File: config.mk
export PLATFORM = sky130hd
export DESIGN_NAME = kss_front_flat
export DESIGN_NICKNAME = d
export VERILOG_FILES = /design/src/kss_pkg.sv /design/src/kss_if.sv /design/src/kss_front.sv /design/src/flat_wrapper.sv
export SDC_FILE = /design/constraint.sdc
export NUM_CORES = 1
export LEC_CHECK = 0
export BUFFER_PORTS_ARGS = -buffer_cell sky130_fd_sc_hd__buf_4
export CAP_MARGIN = 30
export CORE_MARGIN = 2
export CORE_UTILIZATION = 46
export CTS_BUF_LIST = sky130_fd_sc_hd__clkbuf_16
export CTS_CLUSTER_DIAMETER = 150
export DETAILED_ROUTE_END_ITERATION = 16
export HOLD_SLACK_MARGIN = 0.08
export PLACE_DENSITY_LB_ADDON = 0.25
export SYNTH_ARGS = -nofsm -noshare
export SYNTH_HDL_FRONTEND = slang
export SYNTH_SLANG_ARGS = --single-unit
File: constraint.sdc
create_clock -name clk -period 1.5 [get_ports clk]
set_clock_uncertainty 0.15 [all_clocks]
set_input_delay 0.15 -clock clk [delete_from_list [all_inputs] [get_ports clk]]
set_output_delay 0.15 -clock clk [all_outputs]
set_load 0.01 [all_outputs]
File: src/kss_pkg.sv
// kss_pkg: shared constants, types and the string length tables for the
// plucked-string bank
// depends on nothing
`timescale 1ns / 1ps

package kss_pkg;

  // defaults for the top level parameters
  localparam int NUM_STRINGS_DEF = 128;
  localparam int MAX_PERIOD_DEF  = 5395;
  localparam int SAMPLE_RATE_DEF = 44100;
  localparam int STORE_DEPTH_DEF = 98304;

  // field widths
  localparam int NOTE_W     = 7;
  localparam int AMP_W      = 15;
  localparam int SUM_W      = 23;
  localparam int SAMPLE_W   = 16;
  localparam int GAIN_W     = 16;
  localparam int SEED_W     = 32;
  localparam int CFG_IDX_W  = 1;
  localparam int CFG_DATA_W = 32;

  localparam int MAX_STRINGS = 1 << NOTE_W;

  // pitch reference: note 69 is 440 Hz
  localparam int unsigned REF_HZ   = 440;
  localparam int unsigned REF_NOTE = 69;
  localparam int          WIDE_W   = 448;

  localparam logic [SEED_W-1:0] LFSR_MASK  = 32'h8020_0003;
  localparam logic [SEED_W-1:0] SEED_RESET = 32'd1;
  localparam logic [GAIN_W-1:0] GAIN_RESET = 16'd65274;

  // command queue between front and back, power of two
  localparam int QUEUE_DEPTH = 2;
  localparam int QPTR_W      = $clog2(QUEUE_DEPTH);

  // item modes
  localparam logic MODE_TICK  = 1'b0;
  localparam logic MODE_PLUCK = 1'b1;

  typedef enum logic [CFG_IDX_W-1:0] {
    REG_DECAY_GAIN = 1'b0,
    REG_NOISE_SEED = 1'b1
  } cfg_reg_t;

  typedef int unsigned len_tab_t [MAX_STRINGS];

  typedef struct packed {
    logic              is_tick;
    logic [NOTE_W-1:0] note;
    logic [AMP_W-1:0]  amplitude;
  } cmd_t;

  typedef struct packed {
    logic [GAIN_W-1:0] gain;
    logic              seed_load;
    logic [SEED_W-1:0] seed;
  } cfg_ctl_t;

  typedef struct packed {
    logic idle;
    logic in_tick;
    logic lfsr_zero;
  } back_stat_t;

  // exact test (440*p)^12 * 2^note <= rhs, rhs = rate^12 * 2^69
  function automatic logic period_fits(int unsigned p, int unsigned note,
                                       logic [WIDE_W-1:0] rhs);
    logic [WIDE_W-1:0] lhs;
    lhs = WIDE_W'(1);
    for (int k = 0; k < 12; k++) begin
      lhs = lhs * WIDE_W'(REF_HZ * p);
    end
    lhs = lhs << note;
    return lhs <= rhs;
  endfunction

  // line length per string: floor(rate / f), clamped, then cut to the room left
  function automatic len_tab_t build_line_len(int unsigned num_strings,
                                              int unsigned max_period,
                                              int unsigned rate_hz,
                                              int unsigned store_depth);
    len_tab_t          tab;
    logic [WIDE_W-1:0] rhs;
    int unsigned       base;
    int unsigned       lo;
    int unsigned       hi;
    int unsigned       mid;
    int unsigned       room;
    rhs  = WIDE_W'(1);
    base = 0;
    for (int k = 0; k < 12; k++) begin
      rhs = rhs * WIDE_W'(rate_hz);
    end
    rhs = rhs << REF_NOTE;
    for (int n = 0; n < MAX_STRINGS; n++) begin
      tab[n] = 0;
      if (n < num_strings) begin
        lo = 0;
        hi = max_period;
        for (int it = 0; it < 14; it++) begin
          if (lo < hi) begin
            mid = (lo + hi + 1) >> 1;
            if (period_fits(mid, n, rhs)) lo = mid;
            else                          hi = mid - 1;
          end
        end
        if (lo == 0) lo = 1;
        room = (base < store_depth) ? store_depth - base : 0;
        if (lo > room) lo = room;
        tab[n] = lo;
        base   = base + lo;
      end
    end
    return tab;
  endfunction

  // start address of each line, lines packed back to back
  function automatic len_tab_t build_line_base(len_tab_t len);
    len_tab_t    tab;
    int unsigned base;
    base = 0;
    for (int n = 0; n < MAX_STRINGS; n++) begin
      tab[n] = base;
      base   = base + len[n];
    end
    return tab;
  endfunction

endpackage

File: src/kss_if.sv
// kss_if: valid/ready channels of the string bank (item, result, register write)
// depends on kss_pkg
`timescale 1ns / 1ps

interface kss_item_if import kss_pkg::*; ();
  logic              valid;
  logic              ready;
  logic              mode;
  logic [NOTE_W-1:0] note;
  logic [AMP_W-1:0]  amplitude;

  modport source (output valid, mode, note, amplitude, input ready);
  modport sink   (input valid, mode, note, amplitude, output ready);
endinterface


File: src/kss_front.sv
// kss_front: takes item beats, drops plucks of missing strings, queues commands
// depends on kss_pkg, kss_if
`timescale 1ns / 1ps

module kss_front import kss_pkg::*; #(
  parameter int NUM_STRINGS = NUM_STRINGS_DEF
) (
  input  logic  clk,
  input  logic  rst,
  kss_item_if.sink item,
  output cmd_t  cmd,
  output logic  cmd_valid,
  input  logic  cmd_pop,
  output logic  queue_empty
);

  cmd_t              queue [QUEUE_DEPTH];
  logic [QPTR_W-1:0] wr_ptr;
  logic [QPTR_W-1:0] rd_ptr;
  logic [QPTR_W:0]   count;
  logic              accept;
  logic              keep;

  assign item.ready = (count != (QPTR_W + 1)'(QUEUE_DEPTH));
  assign accept     = item.valid && item.ready;
  // plucks beyond the bank are taken and dropped
  assign keep = accept &&
                ((item.mode == MODE_TICK) ||
                 ({1'b0, item.note} < (NOTE_W + 1)'(NUM_STRINGS)));

  assign cmd         = queue[rd_ptr];
  assign cmd_valid   = (count != '0);
  assign queue_empty = (count == '0);

  always_ff @(posedge clk) begin
    if (rst) begin
      wr_ptr <= '0;
      rd_ptr <= '0;
      count  <= '0;
    end else begin
      if (keep)    wr_ptr <= wr_ptr + 1'b1;
      if (cmd_pop) rd_ptr <= rd_ptr + 1'b1;
      if (keep && !cmd_pop)      count <= count + 1'b1;
      else if (!keep && cmd_pop) count <= count - 1'b1;
    end
  end

  always_ff @(posedge clk) begin
    if (keep) begin
      queue[wr_ptr] <= '{is_tick:   (item.mode == MODE_TICK),
                         note:      item.note,
                         amplitude: item.amplitude};
    end
  end

endmodule

File: src/flat_wrapper.sv
// flat-port wrapper written by rule: the top's interface ports become plain ports
module kss_front_flat import kss_pkg::*;
#(
  parameter int NUM_STRINGS = NUM_STRINGS_DEF
)
  (clk, rst, cmd, cmd_valid, cmd_pop, queue_empty, item_valid, item_mode, item_note, item_amplitude, item_ready);
  kss_item_if item_i ();
  input  logic clk;
  input  logic rst;
  output cmd_t cmd;
  output logic cmd_valid;
  input  logic cmd_pop;
  output logic queue_empty;
  input wire logic [$bits(item_i.valid)-1:0] item_valid;
  input wire logic [$bits(item_i.mode)-1:0] item_mode;
  input wire logic [$bits(item_i.note)-1:0] item_note;
  input wire logic [$bits(item_i.amplitude)-1:0] item_amplitude;
  output wire logic [$bits(item_i.ready)-1:0] item_ready;
  assign item_i.valid = item_valid;
  assign item_i.mode = item_mode;
  assign item_i.note = item_note;
  assign item_i.amplitude = item_amplitude;
  assign item_ready = item_i.ready;
  kss_front #(.NUM_STRINGS(NUM_STRINGS)) u_core (.clk(clk), .rst(rst), .item(item_i), .cmd(cmd), .cmd_valid(cmd_valid), .cmd_pop(cmd_pop), .queue_empty(queue_empty));
endmodule
==> impl_metrics.ini, run 1 <==
[status]
status = complete, but fails checks
violations = setup timing

[critical_path]
cpPeakStageDelay_ns = 0.41
cp-end-kind = primary output
critPathArrivalTime_ns = 1.29
cp.depth = 3
worstPathRequired_ns = 1.20
critPathLaunchType = register
path_delay_family = flip-flops
timing_worst_setup_path_type = reg2out
critPathSlowestCell = dfxtp_4
crit_top_cell = buf_6
path_buf_inv = 2
r2r_cells = 6
path_max_fanout = 5
worstPathCellList = buf_6 -> mux2_4 -> buf_6

[timing]
worst_slew_pin_slew_ns = 0.282
hold_viol_final = 0
period_minus_slack_ns = 1.59
fin_crit_sh = 1.06
relSlewSlack = 0.810
maxSlewViolCount = 0
hold_slack_ns = 0.123
finalWorstSetupSlack_ns = -0.0891
rsz0062_at_grt = true
setup_violations = 24
fmax_mhz = 629

[final_layout]
nNetsFinal = 218
final_layout_size_suffix_gt1_frac = 0.550
syn2layout_area_growth_pct = 64.5
antenna_cells = 0
final_util = 0.784
fillers = 225

[clock_network]
cts_buffer_depth = 2
cts_root_buffer = clkbuf_16
cts_buffers = 5
clock_sinks = 51
clk_pin_slew_ns = 0.06
worstSkewPairLatency_ns = 0.28
htree_levels = 2
cts_setup_buffers = 0
cts_tree = yes

[yosys]
synth_cell_types = 18
seq_area_frac_synth = 0.783
yosysWarnings = 0
syn_area_sq_um = 1890
synthCells = 97
ys_ff_latch = 51
synth.avg_cell_area_sq_um = 19.5
synth_fp_nets = 125

[placement]
place.gp.congestion = 0.660
post-place-ws_ns = -0.0593
io_buffers = 52
dp_hpwl_um = 2310

[detailed_routing]
ant_nets = 0
viasPerCell = 4.84
wl_um = 4030
dr_total_vias = 1167
drc = 0
drtPass1Iterations = 4
wl_per_cell_um = 16.7
drt_iter0_markers = 52

[grt]
track_usage = 0.181
antenna_found_initial = 0
grt_overflow = 0
grt_pass1_vias = 1234
grt_max_degree = 17
grt_pass1_wl_um = 5800

[die]
chipHeight_um = 68.1
coreArea_sq_um = 3970
die_w_um = 68.1
start_util = 0.476
rows = 23
die-area_sq_um = 4640
io_pins = 53

[pwr]
power_leakage_nw = 1.26
ir_drop_uv = 1090
powerDensity_nw_per_um2 = 1290

[flow_run]
max_cap_viol_count = 0

[worst_hold_path]
holdCritPathClass = in2reg
holdPathStages = 3
==> flip-flops by register name (all words and copies together) (netlist names), named ones only <==
signal / flops
u_core.count: 2
u_core.queue: 46
u_core.rd_ptr: 1
u_core.wr_ptr: 1
==> power breakdown <==
group          internal, mW  switching [mW]  total [mW]
clock network         0.786           0.477        1.26
logic                 0.589           0.377       0.966
registers              1.72          0.0567        1.78
total                  3.10           0.911        4.01
==> final cells by class <==
| class | instances | area, sq um | share of cell area |
|---|---|---|---|
| tap | 50 | 62.6 | 0.0201 |
| timing repair buffer | 88 | 885 | 0.284 |
| inverter | 4 | 18.8 | 0.00603 |
| clock buffer | 5 | 125 | 0.0402 |
| sequential | 51 | 1490 | 0.478 |
| clock inverter | 3 | 43.8 | 0.0141 |
| multi-input combinational | 40 | 489 | 0.157 |
==> final timing paths <==
kind | startpoint | end | slack (ns)
min reg2reg | u_core.rd_ptr | u_core.rd_ptr | 0.38
min | item_valid | u_core.wr_ptr | 0.12
max reg2reg | u_core.count[0] | u_core.count[1] | -0.07
max | register | cmd[22] | -0.09
==> layout by cell type (no fill, tap or decap) <==
| cell type | n |
|---|---|
| edfxtp_1 | 46 |
| buf_4 | 31 |
| dlygate4sd3_1 | 26 |
| buf_6 | 25 |
| mux2_4 | 23 |
| clkbuf_16 | 5 |
| buf_12 | 4 |
| nor2_1 | 3 |
| inv_1 | 2 |
| xor2_1 | 2 |
| buf_8 | 2 |
| dfxtp_2 | 2 |
| dfxtp_1 | 2 |
| nand2b_4 | 1 |
| and2_4 | 1 |
| or2_4 | 1 |
| inv_2 | 1 |
| and3_2 | 1 |
| nand3b_1 | 1 |
| clkinvlp_4 | 1 |
| xnor2_1 | 1 |
| o21ai_0 | 1 |
| or3_1 | 1 |
| a21oi_2 | 1 |
| a21bo_2 | 1 |
| a21oi_1 | 1 |
| ha_4 | 1 |
| dfxtp_4 | 1 |
| clkinv_4 | 1 |
| clkinv_2 | 1 |
| bufinv_16 | 1 |
==> through the flow <==
step | power (mW) | setup TNS, ns | std cells | cell area, sq um
floorplan | 2.13 | -0.0142 | 97 | 1910
global placement | 2.48 | 0 | 205 | 2450
detailed placement | 2.51 | -0.0593 | 205 | 2450
CTS | 3.98 | -1.54 | 241 | 3070
global route | 4.15 | -2.45 | 241 | 3110
finish | 4.01 | -1.62 | 241 | 3110
==> tightest hold or removal path, stage by stage <==
cell and delay (ns):
buf_4 0.13, nand3b_1 0.15, a21oi_1 0.08
==> kinds of logic after synthesis <==
family,after synthesis,synth area share
flip-flops,51,0.783
multiplexers,23,0.137
AND/OR/NAND/NOR,9,0.0304
buffers and inverters,6,0.0159
AO/OA/AOI/OAI,4,0.0132
XOR/XNOR,3,0.0139
adder cells (fa/ha/maj),1,0.00661
==> what timing repair did <==
action                                  in CTS  in global routing
endpoints found under the hold margin       51                  0
endpoints found under the setup margin      26                 25
gates resized for setup                     52                 11
cloned                                       2                  0
hold buffers                                26                  0
pin swaps                                    0                  0
==> cells in the mapped netlist (all sizes together) <==
| cell type | n | area share |
|---|---|---|
| a21oi | 2 | 0.0053 |
| or2 | 1 | 0.0033 |
| nand2b | 1 | 0.0073 |
| nor2 | 3 | 0.0060 |
| xor2 | 2 | 0.0093 |
| nand3b | 1 | 0.0040 |
| a21bo | 1 | 0.0053 |
| xnor2 | 1 | 0.0046 |
| ha | 1 | 0.0066 |
| inv | 4 | 0.0079 |
| mux2 | 23 | 0.14 |
| edfxtp | 46 | 0.73 |
| buf | 2 | 0.0079 |
| and3 | 1 | 0.0033 |
| o21ai | 1 | 0.0026 |
| and2 | 1 | 0.0033 |
| or3 | 1 | 0.0033 |
| dfxtp | 5 | 0.053 |
==> per-layer routing <==
metal,routed length [um],track usage,up-vias
met1,1610,0.211,572
met5,0,0,-
li1,-,-,554
met2,2200,0.323,39
met3,199,0.0526,2
met4,25,0.0550,0
(Power assumes the default switching activity.)
==> run 2, diff against run 1 <==
--- a/config.mk
+++ b/config.mk
@@ -8,12 +8,13 @@
 export BUFFER_PORTS_ARGS = -buffer_cell sky130_fd_sc_hd__buf_4
 export CAP_MARGIN = 30
 export CORE_MARGIN = 2
-export CORE_UTILIZATION = 46
+export CORE_UTILIZATION = 40
 export CTS_BUF_LIST = sky130_fd_sc_hd__clkbuf_16
 export CTS_CLUSTER_DIAMETER = 150
 export DETAILED_ROUTE_END_ITERATION = 16
 export HOLD_SLACK_MARGIN = 0.08
 export PLACE_DENSITY_LB_ADDON = 0.25
+export SKIP_CTS_REPAIR_TIMING = 1
 export SYNTH_ARGS = -nofsm -noshare
 export SYNTH_HDL_FRONTEND = slang
 export SYNTH_SLANG_ARGS = --single-unit
==> impl_metrics.ini, run 2 (synthesized netlist as in run 1, its figures left out) <==
[grt]
grt_use_met3 = 0.0387
grt_pass1_vias = 1113
busiest_layer = met2
grt_pass1_wl_um = 4910
met2_usage = 0.235
grt_overflow = 0
grt_max_degree = 15
grt_util_met1 = 0.132
antenna_found_initial = 0
track_usage = 0.127

[flow_run]
max_cap_viol_count = 0

[critical_path]
reg2reg_to = u_core.count[1]
cp-end-kind = primary output
critPathLaunchType = register
timing.rr.start = u_core.count[0]
timing_worst_setup_path_type = reg2out
r2r_cells = 6
path_max_fanout = 6
worstPathRequired_ns = 1.20
rrSetupSlack_ns = -0.04
critPathArrivalTime_ns = 1.27

[clock_network]
htree_levels = 2
cts_tree = yes
cts_root_buffer = clkbuf_16
clock_sinks = 51
cts_buffer_depth = 2
cts_buffers = 5
worstSkewPairLatency_ns = 0.27
clk_pin_slew_ns = 0.06

[final_layout]
largest_register = u_core.queue
fillers = 338
syn2layout_area_growth_pct = 64.7
multi_input_area_sq_um = 485
finalInstanceArea_sq_um = 3120
final_layout_size_suffix_gt1_frac = 0.528
layout_common_cells = 46 x edfxtp_1, 32 x buf_4, 26 x dlygate4sd3_1
regArea_sq_um = 1490
nNetsFinal = 220
reg_top3 = u_core.queue (46), u_core.count (2)
final_util = 0.673
final_common_cell = edfxtp_1
largest_reg_flops = 46
antenna_cells = 0

[timing]
maxSlewViolCount = 0
worst_slew_pin_slew_ns = 0.176
relSlewSlack = 0.881
fmax_mhz = 639
setup_violations = 24
period_minus_slack_ns = 1.57
fin_crit_sh = 1.04
hold_viol_final = 0
finalWorstSetupSlack_ns = -0.0653
rsz0062_at_grt = true

[die]
chipHeight_um = 72.8
die-area_sq_um = 5300
coreArea_sq_um = 4630
rows = 25
die_w_um = 72.8
io_pins = 53
start_util = 0.409

[pwr]
powerDensity_nw_per_um2 = 1210
power_leakage_nw = 1.27
ir_drop_uv = 644

[detailed_routing]
drc = 0
ant_nets = 0
drt_iter0_markers = 22
viasPerCell = 4.60
dr_total_vias = 1137
wl_per_cell_um = 14.7
drtPass1Iterations = 4
wl_um = 3640

[worst_hold_path]
worstHoldStart = cmd_pop
holdPathStages = 5
holdCritPathClass = in2reg
holdPathEnd = u_core.count[0]

[status]
violations = setup timing
status = complete, but fails checks

[placement]
place_area_sq_um = 2470
io_buffers = 52
dp_hpwl_um = 2380
place.gp.congestion = 0.622
run 2: layout make-up:
| cell class | count | share of cell area |
|---|---|---|
| well taps | 54 | 0.0217 |
| clock inverters | 3 | 0.00361 |
| flip-flops and latches | 51 | 0.477 |
| clock buffers | 5 | 0.0401 |
| inverters | 4 | 0.00602 |
| multi-input cells | 40 | 0.156 |
| repair buffers | 90 | 0.295 |
run 2: worst max path at each step:
stage,endpoint,cells after the start
3_5_place_dp,u_core.count[1],6
4_1_cts,cmd[2],3
6_report,cmd[18],3
5_1_grt,cmd[2],3
3_3_place_gp,u_core.count[1],6
2_1_floorplan,u_core.count[1],6
run 2: per-layer routing:
layer	share of wire	wire length (um)	vias up
li1	-	-	558
met1	0.38	1380	548
met2	0.57	2080	27
met3	0.037	136	4
met4	0.011	39	0
met5	0	0	-
run 2: through the flow:
step,setup TNS [ns],cells,hold slack (ns),total power [mW],setup slack (ns)
6_report,-1.30,247,0.237,3.77,-0.0653
5_1_grt,-2.66,247,0.258,3.93,-0.109
4_1_cts,-3.24,218,-0.102,3.55,-0.168
3_5_place_dp,-0.0162,210,0.188,2.53,-0.0162
3_3_place_gp,0,210,0.186,2.50,0.0334
2_1_floorplan,-0.0142,97,0.0650,2.13,-0.0142
run 2: critical path, cell delays in order (launching register included):
cell and delay, ns:
dfxtp_4 0.40, buf_8 0.15, mux2_4 0.31, buf_6 0.13
run 2: report_power, final:
part	total [mW]	internal [mW]	switching, mW
combinational	0.983	0.612	0.371
clock	1.01	0.599	0.414
sequential	1.77	1.72	0.0492
total	3.77	2.93	0.834
